**config.mk**
```make
export PLATFORM = sky130hd
export DESIGN_NAME = touch_frame_slot_tracker
export DESIGN_NICKNAME = d
export VERILOG_FILES = /design/src/rtl/core/tfst_pkg.sv /design/src/rtl/core/tfst_ram.sv /design/src/rtl/core/tfst_scanner.sv /design/src/rtl/core/touch_frame_slot_tracker.sv
export SDC_FILE = /design/constraint.sdc
export NUM_CORES = 1
export LEC_CHECK = 0
export ABC_CLOCK_PERIOD_IN_PS = 11550
export BUFFER_PORTS_ARGS = -buffer_cell sky130_fd_sc_hd__buf_4
export CORE_MARGIN = 10
export CORE_UTILIZATION = 35
export DETAILED_ROUTE_END_ITERATION = 10
export HOLD_SLACK_MARGIN = 0.08
export PLACE_DENSITY = 0.49
export SLEW_MARGIN = 15
export SYNTH_ARGS = -nofsm -noshare
export SYNTH_HDL_FRONTEND = slang
export SYNTH_SLANG_ARGS = --single-unit
```
**constraint.sdc**
```tcl
create_clock -name clock -period 11.55 [get_ports clock]
set_input_delay 1.7325 -clock clock [delete_from_list [all_inputs] [get_ports clock]]
set_output_delay 1.7325 -clock clock [all_outputs]
set_load 0.005 [all_outputs]
```
**src/rtl/core/tfst_pkg.sv**
```systemverilog
// Shared types, constants and helpers for the touch frame slot tracker.
// No dependencies; the slot scanner and the top level refer to this package.
`default_nettype none

package tfst_pkg;

   localparam int MAX_FINGERS  = 5;
   localparam int MASK_W       = 5;
   localparam int STORE_DEPTH  = 28;
   localparam int ADDR_W       = $clog2(STORE_DEPTH);
   localparam int RECORD_BYTES = 5;
   localparam int FIRST_RECORD = 2;
   localparam int SLOT_W       = 3;

   localparam logic [ADDR_W-1:0] IDLE_INDEX = '1;
   localparam logic [MASK_W-1:0] SLOT_MASK  = MASK_W'((1 << MAX_FINGERS) - 1);

   localparam logic [7:0] STATUS_TAG_MASK = 8'hC0;
   localparam logic [7:0] STATUS_TAG      = 8'h80;
   localparam logic [3:0] RELOAD_KEY      = 4'hF;

   localparam logic [2:0] EV_CONTACT   = 3'd0;
   localparam logic [2:0] EV_RELEASE   = 3'd1;
   localparam logic [2:0] EV_NOT_READY = 3'd2;
   localparam logic [2:0] EV_RELOAD    = 3'd3;
   localparam logic [2:0] EV_CHECKSUM  = 3'd4;

   typedef struct packed {
      logic [7:0] data_byte;
      logic       frame_start;
   } req_type;

   typedef struct packed {
      logic [2:0]  event_kind;
      logic [2:0]  slot;
      logic [15:0] pos_x;
      logic [15:0] pos_y;
      logic [7:0]  touch_width;
      logic        last_of_frame;
   } rsp_type;

   // Start command from the byte parser to the slot scanner.
   typedef struct packed {
      logic              start;
      logic [MASK_W-1:0] cur_mask;
      logic [MASK_W-1:0] active_mask;
   } scan_cmd_type;

   // One result offered by the slot scanner.
   typedef struct packed {
      logic    valid;
      rsp_type data;
   } scan_push_type;

   // Byte index one past the last point byte, for a given status byte.
   function automatic logic [ADDR_W-1:0] frame_end(input logic [MASK_W-1:0] bits);
      int n;
      n = 0;
      for (int i = 0; i < MASK_W; i++) begin
         n = n + int'(bits[i]);
      end
      if (n > MAX_FINGERS) begin
         n = MAX_FINGERS;
      end
      return ADDR_W'(FIRST_RECORD + RECORD_BYTES * n);
   endfunction

endpackage

`default_nettype wire

```
**src/rtl/core/tfst_ram.sv**
```systemverilog
// Generic simple dual-port RAM: one write port, one registered read port.
// No dependencies.
`default_nettype none

module tfst_ram #(
   parameter int WIDTH = 8,
   parameter int DEPTH = 28
) (
   input  wire logic                     clock,
   input  wire logic                     wr_en,
   input  wire logic [$clog2(DEPTH)-1:0] wr_addr,
   input  wire logic [WIDTH-1:0]         wr_data,
   input  wire logic [$clog2(DEPTH)-1:0] rd_addr,
   output logic      [WIDTH-1:0]         rd_data
);

   logic [WIDTH-1:0] mem_ff [DEPTH];

   always_ff @(posedge clock) begin
      if (wr_en) begin
         mem_ff[wr_addr] <= wr_data;
      end
      rd_data <= mem_ff[rd_addr];
   end

endmodule

`default_nettype wire

```
**src/rtl/core/tfst_scanner.sv**
```systemverilog
// Slot scanner: walks slots in order after a good frame, fetches point
// records from the frame RAM and offers contact/release results.
// Depends on tfst_pkg.
`default_nettype none

module tfst_scanner (
   input  wire logic                          clock,
   input  wire logic                          reset,
   input  wire tfst_pkg::scan_cmd_type        cmd,
   input  wire logic [7:0]                    ram_rdata,
   output logic      [tfst_pkg::ADDR_W-1:0]   ram_raddr,
   output tfst_pkg::scan_push_type            push,
   input  wire logic                          push_ack,
   output logic                               busy
);

   localparam logic [1:0] S_IDLE  = 2'd0;
   localparam logic [1:0] S_SCAN  = 2'd1;
   localparam logic [1:0] S_FETCH = 2'd2;
   localparam logic [1:0] S_PUSH  = 2'd3;

   logic [1:0]                    state_ff, state_in;
   logic [tfst_pkg::MASK_W-1:0]   cur_ff, cur_in;
   logic [tfst_pkg::MASK_W-1:0]   active_ff, active_in;
   logic [tfst_pkg::SLOT_W-1:0]   slot_ff, slot_in;
   logic [tfst_pkg::ADDR_W-1:0]   rec_addr_ff, rec_addr_in;
   logic [2:0]                    cnt_ff, cnt_in;
   logic                          contact_ff, contact_in;
   logic [39:0]                   rec_ff, rec_in;
   logic [tfst_pkg::MASK_W-1:0]   above;
   logic                          slot_done;

   assign slot_done = (slot_ff == tfst_pkg::SLOT_W'(tfst_pkg::MAX_FINGERS));

   always_comb begin
      for (int i = 0; i < tfst_pkg::MASK_W; i++) begin
         above[i] = (tfst_pkg::SLOT_W'(i) > slot_ff);
      end
   end

   always_comb begin
      state_in    = state_ff;
      cur_in      = cur_ff;
      active_in   = active_ff;
      slot_in     = slot_ff;
      rec_addr_in = rec_addr_ff;
      cnt_in      = cnt_ff;
      contact_in  = contact_ff;
      rec_in      = rec_ff;
      ram_raddr   = rec_addr_ff;
      case (state_ff)
         S_IDLE: begin
            if (cmd.start) begin
               cur_in      = cmd.cur_mask;
               active_in   = cmd.active_mask;
               slot_in     = '0;
               rec_addr_in = tfst_pkg::ADDR_W'(tfst_pkg::FIRST_RECORD);
               state_in    = S_SCAN;
            end
         end
         S_SCAN: begin
            // The first record byte is read here; the rest follow in fetch.
            if (slot_done) begin
               state_in = S_IDLE;
            end else if (cur_ff[slot_ff]) begin
               contact_in = 1'b1;
               cnt_in     = 3'd1;
               state_in   = S_FETCH;
            end else if (active_ff[slot_ff]) begin
               contact_in = 1'b0;
               state_in   = S_PUSH;
            end else begin
               slot_in = slot_ff + 1'b1;
            end
         end
         S_FETCH: begin
            ram_raddr = rec_addr_ff + tfst_pkg::ADDR_W'(cnt_ff);
            rec_in    = {rec_ff[31:0], ram_rdata};
            if (cnt_ff == 3'(tfst_pkg::RECORD_BYTES)) begin
               state_in = S_PUSH;
            end else begin
               cnt_in = cnt_ff + 1'b1;
            end
         end
         S_PUSH: begin
            if (push_ack) begin
               slot_in  = slot_ff + 1'b1;
               state_in = S_SCAN;
               if (contact_ff) begin
                  rec_addr_in = rec_addr_ff + tfst_pkg::ADDR_W'(tfst_pkg::RECORD_BYTES);
               end
            end
         end
         default: begin
            state_in = S_IDLE;
         end
      endcase
   end

   always_comb begin
      push.valid              = (state_ff == S_PUSH);
      push.data.slot          = slot_ff;
      push.data.last_of_frame = ((active_ff & above) == '0);
      if (contact_ff) begin
         push.data.event_kind  = tfst_pkg::EV_CONTACT;
         push.data.pos_y       = rec_ff[39:24];
         push.data.pos_x       = rec_ff[23:8];
         push.data.touch_width = rec_ff[7:0];
      end else begin
         push.data.event_kind  = tfst_pkg::EV_RELEASE;
         push.data.pos_y       = '0;
         push.data.pos_x       = '0;
         push.data.touch_width = '0;
      end
   end

   assign busy = (state_ff != S_IDLE);

   always_ff @(posedge clock) begin
      if (reset) begin
         state_ff <= S_IDLE;
      end else begin
         state_ff <= state_in;
      end
      cur_ff      <= cur_in;
      active_ff   <= active_in;
      slot_ff     <= slot_in;
      rec_addr_ff <= rec_addr_in;
      cnt_ff      <= cnt_in;
      contact_ff  <= contact_in;
      rec_ff      <= rec_in;
   end

   // A record is fetched only for a slot that is touched in this frame.
   a_fetch_touched: assert property (@(posedge clock) disable iff (reset)
      (state_ff == S_FETCH) |-> cur_ff[slot_ff])
      else $error("record fetch for an untouched slot");

   // Every fetched record lies inside the frame store.
   a_fetch_range: assert property (@(posedge clock) disable iff (reset)
      (state_ff == S_FETCH) |->
         (rec_addr_ff <= tfst_pkg::ADDR_W'(tfst_pkg::STORE_DEPTH - tfst_pkg::RECORD_BYTES)))
      else $error("record address out of range");

   // The slot pointer never runs past the closing position of a scan.
   a_slot_range: assert property (@(posedge clock) disable iff (reset)
      busy |-> (slot_ff <= tfst_pkg::SLOT_W'(tfst_pkg::MAX_FINGERS)))
      else $error("slot pointer out of range");

endmodule

`default_nettype wire

```
**src/rtl/core/touch_frame_slot_tracker.sv**
```systemverilog
// Touch frame slot tracker, top level: byte parser, frame RAM, slot scanner
// and result register. Depends on tfst_pkg, tfst_ram and tfst_scanner.
//
// Usage: feed one frame byte per req word (status, key, five-byte point
// records, checksum), with frame_start set on the status byte. Words are
// taken while req_ready is high. Not ready, reload request and checksum
// error give one rsp word on the cycle after the offending byte. A good
// checksum starts a slot scan: the scanner visits slots 0..4 in order,
// passes over idle slots, and for a contact visits the slot, makes five
// single-byte reads from the frame RAM, which has one read port, and
// pushes; a release is visited and pushed, and a closing step ends the
// scan. req_ready stays low for the whole scan.
// The last rsp word of a frame has last_of_frame set.
// Reset clears the byte index, checksum, previous touch mask and result
// valid flag; the frame RAM is not cleared, since only bytes of the current
// frame are ever read. When rsp_ready is low and a word is held, the result
// register keeps it, the scanner waits in its push step and req_ready drops.
`default_nettype none

module touch_frame_slot_tracker (
   input  wire logic              clock,
   input  wire logic              reset,
   input  wire logic              req_valid,
   output logic                   req_ready,
   input  wire tfst_pkg::req_type req_data,
   output logic                   rsp_valid,
   input  wire logic              rsp_ready,
   output tfst_pkg::rsp_type      rsp_data
);

   // Parser state
   logic [tfst_pkg::ADDR_W-1:0] byte_index_ff, byte_index_in;
   logic [7:0]                  sum_ff, sum_in;
   logic [tfst_pkg::MASK_W-1:0] prev_mask_ff, prev_mask_in;
   logic [tfst_pkg::MASK_W-1:0] status_ff, status_in;
   logic [tfst_pkg::ADDR_W-1:0] end_ff, end_in;

   // Result register
   logic              rsp_valid_ff, rsp_valid_in;
   tfst_pkg::rsp_type rsp_data_ff, rsp_data_in;

   logic                        accept;
   logic [tfst_pkg::ADDR_W-1:0] idx_eff;
   logic [7:0]                  sum_eff;
   logic [tfst_pkg::MASK_W-1:0] cur_mask;
   logic                        out_free;
   logic                        err_valid;
   logic [2:0]                  err_kind;

   logic                        wr_en;
   logic [tfst_pkg::ADDR_W-1:0] ram_raddr;
   logic [7:0]                  ram_rdata;

   tfst_pkg::scan_cmd_type  scan_cmd;
   tfst_pkg::scan_push_type scan_push;
   logic                    scan_busy;

   assign out_free  = !rsp_valid_ff || rsp_ready;
   assign req_ready = !scan_busy && out_free;
   assign accept    = req_valid && req_ready;

   // A frame start restarts counting at the status byte.
   assign idx_eff  = req_data.frame_start ? '0 : byte_index_ff;
   assign sum_eff  = req_data.frame_start ? '0 : sum_ff;
   assign cur_mask = status_ff & tfst_pkg::SLOT_MASK;
   assign wr_en    = accept && (idx_eff < tfst_pkg::ADDR_W'(tfst_pkg::STORE_DEPTH));

   always_comb begin
      byte_index_in = byte_index_ff;
      sum_in        = sum_ff;
      prev_mask_in  = prev_mask_ff;
      status_in     = status_ff;
      end_in        = end_ff;
      err_valid     = 1'b0;
      err_kind      = tfst_pkg::EV_NOT_READY;
      scan_cmd      = '0;
      if (accept) begin
         byte_index_in = idx_eff;
         sum_in        = sum_eff;
         if (wr_en) begin
            if (idx_eff == '0) begin
               sum_in = '0;
               if ((req_data.data_byte & tfst_pkg::STATUS_TAG_MASK) != tfst_pkg::STATUS_TAG) begin
                  byte_index_in = tfst_pkg::IDLE_INDEX;
                  err_valid     = 1'b1;
                  err_kind      = tfst_pkg::EV_NOT_READY;
               end else begin
                  status_in     = req_data.data_byte[tfst_pkg::MASK_W-1:0];
                  end_in        = tfst_pkg::frame_end(req_data.data_byte[tfst_pkg::MASK_W-1:0]);
                  byte_index_in = tfst_pkg::ADDR_W'(1);
               end
            end else if (idx_eff == tfst_pkg::ADDR_W'(1)) begin
               if (req_data.data_byte[3:0] == tfst_pkg::RELOAD_KEY) begin
                  byte_index_in = tfst_pkg::IDLE_INDEX;
                  err_valid     = 1'b1;
                  err_kind      = tfst_pkg::EV_RELOAD;
               end else begin
                  byte_index_in = tfst_pkg::ADDR_W'(2);
               end
            end else if (idx_eff < end_ff) begin
               // Point byte: accumulate and advance.
               sum_in        = sum_eff + req_data.data_byte;
               byte_index_in = idx_eff + 1'b1;
            end else begin
               // Checksum byte: drop to idle either way.
               byte_index_in = tfst_pkg::IDLE_INDEX;
               if (sum_eff != req_data.data_byte) begin
                  err_valid = 1'b1;
                  err_kind  = tfst_pkg::EV_CHECKSUM;
               end else begin
                  scan_cmd.start       = 1'b1;
                  scan_cmd.cur_mask    = cur_mask;
                  scan_cmd.active_mask = cur_mask | prev_mask_ff;
                  prev_mask_in         = cur_mask;
               end
            end
         end
      end
   end

   // Result register: load a scanner word or a frame error word.
   always_comb begin
      rsp_valid_in = rsp_valid_ff && !rsp_ready;
      rsp_data_in  = rsp_data_ff;
      if (scan_push.valid && out_free) begin
         rsp_valid_in = 1'b1;
         rsp_data_in  = scan_push.data;
      end else if (err_valid) begin
         rsp_valid_in              = 1'b1;
         rsp_data_in               = '0;
         rsp_data_in.event_kind    = err_kind;
         rsp_data_in.last_of_frame = 1'b1;
      end
   end

   assign rsp_valid = rsp_valid_ff;
   assign rsp_data  = rsp_data_ff;

   always_ff @(posedge clock) begin
      if (reset) begin
         byte_index_ff <= '0;
         sum_ff        <= '0;
         prev_mask_ff  <= '0;
         rsp_valid_ff  <= 1'b0;
      end else begin
         byte_index_ff <= byte_index_in;
         sum_ff        <= sum_in;
         prev_mask_ff  <= prev_mask_in;
         rsp_valid_ff  <= rsp_valid_in;
      end
      status_ff   <= status_in;
      end_ff      <= end_in;
      rsp_data_ff <= rsp_data_in;
   end

   tfst_ram #(
      .WIDTH(8),
      .DEPTH(tfst_pkg::STORE_DEPTH)
   ) u_frame_ram (
      .clock   (clock),
      .wr_en   (wr_en),
      .wr_addr (idx_eff),
      .wr_data (req_data.data_byte),
      .rd_addr (ram_raddr),
      .rd_data (ram_rdata)
   );

   tfst_scanner u_scanner (
      .clock     (clock),
      .reset     (reset),
      .cmd       (scan_cmd),
      .ram_rdata (ram_rdata),
      .ram_raddr (ram_raddr),
      .push      (scan_push),
      .push_ack  (out_free),
      .busy      (scan_busy)
   );

   // No byte is taken while the scanner owns the result register.
   a_no_req_in_scan: assert property (@(posedge clock) disable iff (reset)
      !(req_ready && scan_busy))
      else $error("byte accepted during slot scan");

   // Frame-level events always close the frame.
   a_error_last: assert property (@(posedge clock) disable iff (reset)
      (rsp_valid_ff && rsp_data_ff.event_kind != tfst_pkg::EV_CONTACT &&
       rsp_data_ff.event_kind != tfst_pkg::EV_RELEASE) |-> rsp_data_ff.last_of_frame)
      else $error("frame event without last_of_frame");

   // The byte index is either inside the store or idle.
   a_index_range: assert property (@(posedge clock) disable iff (reset)
      (byte_index_ff < tfst_pkg::ADDR_W'(tfst_pkg::STORE_DEPTH)) ||
      (byte_index_ff == tfst_pkg::IDLE_INDEX))
      else $error("byte index out of range");

endmodule

`default_nettype wire
```
After elaboration in Yosys (flattened, before gate mapping)
Memories as Yosys holds them, arrays and structs flattened. A register that Yosys moved wholly into a read port is not among the register bits.
Index checks and enable logic that the tools add are counted.
- memories: 1
- register bits after elaboration: 140
- memory bits (writable): 224
- input bits: 13
- word-level logic and storage cells: 171
- output and inout port bits: 49
- memory list (memory ; depth ; bits a word ; rd ports ; clocked after Yosys merged registers in ; write ports ; RTL line ; RTL):
    u_frame_ram.mem_ff ; 28 ; 8 ; 1 ; 1 ; 1 ; tfst_ram.sv:17 ; logic [WIDTH-1:0] mem_ff [DEPTH];
- multiplexer cells: 73
- equal/unequal tests: 19
- multipliers: 1
- bitwise operators: 10
- add/subtract/negate cells: 11
- reduce and logical (&&, ||, !) cells: 27
- magnitude comparators: 9
- operators by type and width (operator ; number):
    32-bit two-way mux ; 4
    47-bit two-way mux ; 2
    11-bit two-way mux ; 6
    5-bit two-way mux ; 12
    3-bit two-way mux ; 14
    40-bit two-way mux ; 1
    8-bit two-way mux ; 5
    4-bit by 32-bit multiplier with 5-bit output (first input constant) ; 1
    1-bit two-way mux ; 17
    4-bit AND reduction ; 4
    2-bit != test (second input constant) ; 7
    2-bit two-way mux ; 6
    6-bit AND reduction ; 2
    5-bit logical NOT ; 2
    5-bit one-hot mux with 2 select lines ; 1
    2-bit nonzero test ; 5
    3-bit one-hot mux with 3 select lines ; 1
    8-bit adder ; 1
    8-bit != test ; 1
    1-bit NOT ; 8
    2-bit one-hot mux with 4 select lines ; 1
    3-bit by 1-bit adder with 3-bit output (second input constant) ; 2
    1-bit binary-select mux with 3-bit select ; 2
    3-bit == test (second input constant) ; 2
    other kinds (32) ; 43

Longest topological paths before layout
- depth in word-level cells: 12
- depth in mapped cells: 11
- gate-level depth less buffers: 11

Hierarchy
A second synthesis with hierarchy kept.
- cells, all modules: 1021
- area total of the unflattened synthesis: 15821.4 um2
- modules (own cells, without submodules) (module ; seq. area each (um2) ; area an instance (um2) ; times used ; cells each):
    tfst_ram ; 6886.6 ; 9008.6 ; 1 ; 470
    touch_frame_slot_tracker ; 2092.0 ; 3848.7 ; 1 ; 332
    tfst_scanner ; 1901.8 ; 2964.1 ; 1 ; 219

Worst setup path before layout
No wires, ideal clock.
- kind: input to register
- start: in req_data[0] (netlist bit)
- end: reg rsp_data_ff (netlist bit rsp_data[0]) (enable)
- data required time: 10853 ps
- library setup time: 697 ps
- cell stages on the path: 8
- arrival: 4210 ps
- path buffers: 2
- slack: 6642 ps
- path through: buf_2 > clkbuf_1 > nor2b_1 > ha_1 > nor4_1 > nand3_1 > nand4_1 > nand3_1
- cells in the longest elaborated chain, start to end: 9
- elaborated cells between the ends (all ways): 15
- classes of those cells: order compare (2); eq/ne (2); mux (8); reduce/logical (3)
- RTL lines (what ; RTL line ; RTL):
    start, declared ; touch_frame_slot_tracker.sv:25 ; input wire tfst_pkg::req_type req_data,
    parallel branches: the longest is 6 deep, another holds 5-bit < comparator ; -- ;
    1-bit two-way mux (*) ; touch_frame_slot_tracker.sv:80 ; if (wr_en) begin
    1-bit two-way mux (*) ; touch_frame_slot_tracker.sv:77 ; if (accept) begin
    2-bit nonzero test (no source line) (*) ; -- ;
    end signal, assigned ; touch_frame_slot_tracker.sv:153 ; rsp_data_ff <= rsp_data_in;
    end, declared ; touch_frame_slot_tracker.sv:40 ; tfst_pkg::rsp_type rsp_data_ff, rsp_data_in;
Mark *: on every way between the ends.
A chain may end at the register's enable or synchronous reset.

Worst setup path in the final report
- start: in req_data[1] (netlist bit)
- end: reg end_ff[4] (netlist bit) (data pin)
- cells in the longest elaborated chain, start to end: 12
- RTL lines (what ; RTL line ; RTL):
    1-bit by 1-bit adder with 2-bit output (*) ; tfst_pkg.sv:60 ; n = n + int'(bits[i]);
    2-bit by 1-bit adder with 3-bit output (*) ; tfst_pkg.sv:60 ;
    3-bit by 1-bit adder with 4-bit output (*) ; tfst_pkg.sv:60 ;
    4-bit by 1-bit adder with 5-bit output (*) ; tfst_pkg.sv:60 ;
    5-bit by 3-bit greater-than comparator with 1-bit output ; tfst_pkg.sv:62 ; if (n > MAX_FINGERS) begin
    5-bit two-way mux (*) ; tfst_pkg.sv:62 ;
    32-bit two-way mux (*) ; touch_frame_slot_tracker.sv:83 ; if ((req_data.data_byte & tfst_pkg::STATUS_TAG_MASK) != tfst_pkg::STATUS_TAG) begin
    32-bit two-way mux (*) ; touch_frame_slot_tracker.sv:81 ; if (idx_eff == '0) begin
    32-bit two-way mux (*) ; touch_frame_slot_tracker.sv:80 ;
    32-bit two-way mux (*) ; touch_frame_slot_tracker.sv:77 ;
    4-bit by 32-bit multiplier with 5-bit output (*) ; tfst_pkg.sv:65 ; return ADDR_W'(FIRST_RECORD + RECORD_BYTES * n);
    3-bit by 5-bit adder with 5-bit output (*) ; tfst_pkg.sv:65 ;
    end signal, assigned ; touch_frame_slot_tracker.sv:152 ; end_ff <= end_in;
    end, declared ; touch_frame_slot_tracker.sv:36 ; logic [tfst_pkg::ADDR_W-1:0] end_ff, end_in;
Every way passes the cells marked *; elsewhere a longest branch is shown, timed or not. The select of a mux whose other input is x is not followed.

==> results_dict.tcl <==
set metrics [dict create \
    ios 62 \
    dieArea_mm2 0.0548 \
    avgSynthCellArea_um2 13.8 \
    muxShareOfSynthArea_pct 6.12 \
    slew_viol_final 0 \
    worst-path-max-fanout 32 \
    synth_top_family_by_area "simple AND/OR/NAND/NOR gates" \
    wl_met1_um 17200 \
    rows 78 \
    cap_violations 0 \
    syn-num-nets 1212 \
    cp.arrival_ns 4.61 \
    ys_ff_latch 372 \
    finalHoldViolCount 0 \
    place_hpwl_um 23400 \
    antennaDiodeCount 0 \
    die_x_um 234 \
    path_clk_slew_ns 0.06 \
    clock_path_buffers 3 \
    final_core_util_pct 40.9 \
    h-tree-depth 2 \
    synth_fa_ha_area_share_pct 3.11 \
    synth_area_leaders "edfxtp_1 64%, mux4_2 4.9%, nor2_1 3.9%, dfxtp_1 3.6%, ha_1 2.4%" \
    ant_nets 0 \
    rsz0062_at_grt "no" \
    required_ns 11.86 \
    place_area_mm2 0.0172 \
    synthXorXnorAreaFrac_pct 1.09 \
    fmax_mhz 232 \
    cts_tree "built" \
    final_layout_size_suffix_gt1_share_pct 14.8 \
    cts.sink_count 372 \
    vias 9652 \
    synth_flop_cell "edfxtp_1" \
    post-place-cells 1778 \
    route.met3.wl_um 1770 \
    dr.pass1.iters 5 \
    finalInstanceArea_mm2 0.0186 \
    wire_per_inst_um 20.7 \
    synth_compound_area_share_pct 9.26 \
    multi_input_area_mm2 0.00482 \
    synthArstFlopShare_pct 0 \
    cts_resized 0 \
    synth_edf_count 343 \
    cts_hold_buf 0 \
    cts_inserted_buffers 41 \
    yosysSeqAreaShare_pct 67.9 \
    syn_to_final_growth_pct 15.8 \
    synth.distinct_cells 57 \
    finalClockSkew_ns 0.0210 \
    drt_wl_total_um 38300 \
    grt_usage_pct 13.9 \
    post-cts-setup-buffers 0 \
    gp_congestion 0.797 \
    core_area_mm2 0.0454 \
    instances_no_fill 1854 \
    routed_via_density 5.21 \
    setup_viol 0 \
    synth-simple-area-share_pct 10.0 \
    startpoint_type "input pin" \
    worst_slew_pin_slew_ns 1.11 \
    path_class "input pin to flip-flop" \
    fin_nets 1270 \
    fillers 4182 \
    layout_worst_path_cycle_share_pct 37.2 \
    vdd_drop_max_mv 0.110 \
    setup-tns-final_ns 0 \
    endpoint_kind "flip-flop" \
    grt_pass1_vias 9645 \
    grt_antenna_before_repair 3 \
    clk_latency_ns 0.57 \
    synth_top_area_share_pct 64.2 \
    syn-cell-area_mm2 0.0160 \
    initial_core_util_pct 35.3 \
    status "finished, final reports clean" \
    syn_inst 1163 \
    whs_ns 0.403 \
    grt_pass1_wl_um 57800 \
    ys_warn_count 0 \
    grt_max_degree 56 \
    grt_overflow 0 \
    numPortBuffers 61 \
    die_h_um 234 \
    hold_class "flip-flop to flip-flop" \
    p_per_area_mw_per_mm2 181 \
    min_period_ns 4.30 \
    regArea_mm2 0.0109 \
    drt-initial-drc-count 612 \
    wl_met2_um 18300 \
    leakage_uw 0.00621 \
    synth_top_area_cell "edfxtp_1" \
    top_layer "met4" \
    drc 0 \
    slew_headroom_pct 25.8 \
    cts_root_buf "clkbuf_16" \
]
[area by class of cell]
type | instances | area share, %
Tap cell | 600 | 4.04
Clock inverter | 22 | 1.50
Sequential cell | 372 | 58.6
Clock buffer | 54 | 6.06
Timing Repair Buffer | 78 | 3.15
Multi-Input combinational cell | 693 | 25.9
Inverter | 35 | 0.707
[Yosys cell counts (31+ instances only)]
master	n
a21oi_1	62
and2_1	43
clkbuf_1	42
edfxtp_1	343
ha_1	31
inv_1	32
mux4_2	35
nand2_1	60
nor2_1	165
nor3_1	32
o211ai_1	35
o21ai_0	48
[metal layers]
metal,global-route usage [%],vias up
met4,5.36,0
met3,2.15,58
li1,-,4509
met5,0,-
met2,22.9,225
met1,18.1,4860
[sequential cells by signal, summed over array words and instances, names as in the netlist, 5 cells and up]
| name | count |
|---|---|
| prev_mask_ff | 5 |
| cur_mask | 5 |
| byte_index_ff | 5 |
| u_scanner.active_ff | 5 |
| u_frame_ram.mem_ff | 224 |
| u_scanner.rec_addr_ff | 5 |
| u_scanner.rec_ff | 40 |
| rsp_data | 47 |
| u_frame_ram.rd_data | 8 |
| sum_ff | 8 |
| u_scanner.cur_ff | 5 |
| end_ff | 5 |
[power breakdown]
| part | switching [uW] | leakage, uW | internal [uW] |
|---|---|---|---|
| clock | 540 | 0.000683 | 824 |
| combinational | 269 | 0.00220 | 146 |
| sequential | 34.3 | 0.00333 | 1550 |
| total | 843 | 0.00621 | 2520 |
[cell usage in the layout, fill, tap and decap left out, drive strengths merged, types with 3 or more instances in the layout]
cell type | synthesis | routed
o21bai | 8 | 8
dfxtp | 29 | 29
a21oi | 62 | 62
nor2b | 16 | 16
a211oi | 6 | 6
buf | 21 | 78
and2 | 43 | 43
bufinv | 0 | 6
o21ai | 54 | 54
o211ai | 35 | 35
inv | 33 | 34
nand3 | 16 | 16
nor2 | 166 | 166
nand2b | 6 | 6
fa | 5 | 5
a31oi | 4 | 4
clkinv | 2 | 16
ha | 31 | 31
nand2 | 61 | 61
edfxtp | 343 | 343
mux2i | 17 | 17
o221ai | 28 | 28
xor2 | 10 | 10
nor3 | 32 | 32
a22oi | 4 | 4
xnor2 | 10 | 10
o21a | 3 | 3
mux4 | 35 | 35
a32oi | 10 | 10
and3 | 5 | 5
clkbuf | 42 | 54
[path summary, 6_finish.rpt]
kind                                          startpoint                endpoint  slack (ns)  cells after the start
worst max-delay path                         req_data[1]               end_ff[4]        7.25                     12
worst min-delay path              u_frame_ram.rd_data[2]     u_scanner.rec_ff[2]        0.40                      0
worst max register to register  u_scanner.rec_addr_ff[0]  u_frame_ram.rd_data[5]        7.36                     11
worst min register to register    u_frame_ram.rd_data[2]     u_scanner.rec_ff[2]        0.40                      0
[critical path: stages]
cell and delay [ns]:
buf_4 0.31, inv_1 0.12, fa_1 0.51, fa_1 0.38, inv_1 0.08, ha_1 0.28
nand2_1 0.09, nand2_1 0.07, ha_1 0.29, ha_1 0.19, fa_1 0.37, xor2_1 0.17
[stage by stage]
stage | worst slack (ns) | total power [uW]
floorplan | 6.64 | 1860
global placement | 6.70 | 2030
detailed placement | 6.63 | 2030
CTS | 7.24 | 3400
global route | 7.07 | 3500
finish | 7.25 | 3360
[logic make-up (layout without fill, tap and decap cells)]
| family | after synthesis | count (layout) |
|---|---|---|
| XOR/XNOR | 20 | 20 |
| multiplexers | 54 | 54 |
| adder cells (fa/ha/maj) | 37 | 37 |
| AND/OR/NAND/NOR | 355 | 355 |
| buffers and inverters | 98 | 189 |
| AO/OA/AOI/OAI | 227 | 227 |
| flip-flops | 372 | 372 |
Power figures use the tool's default switching activity.
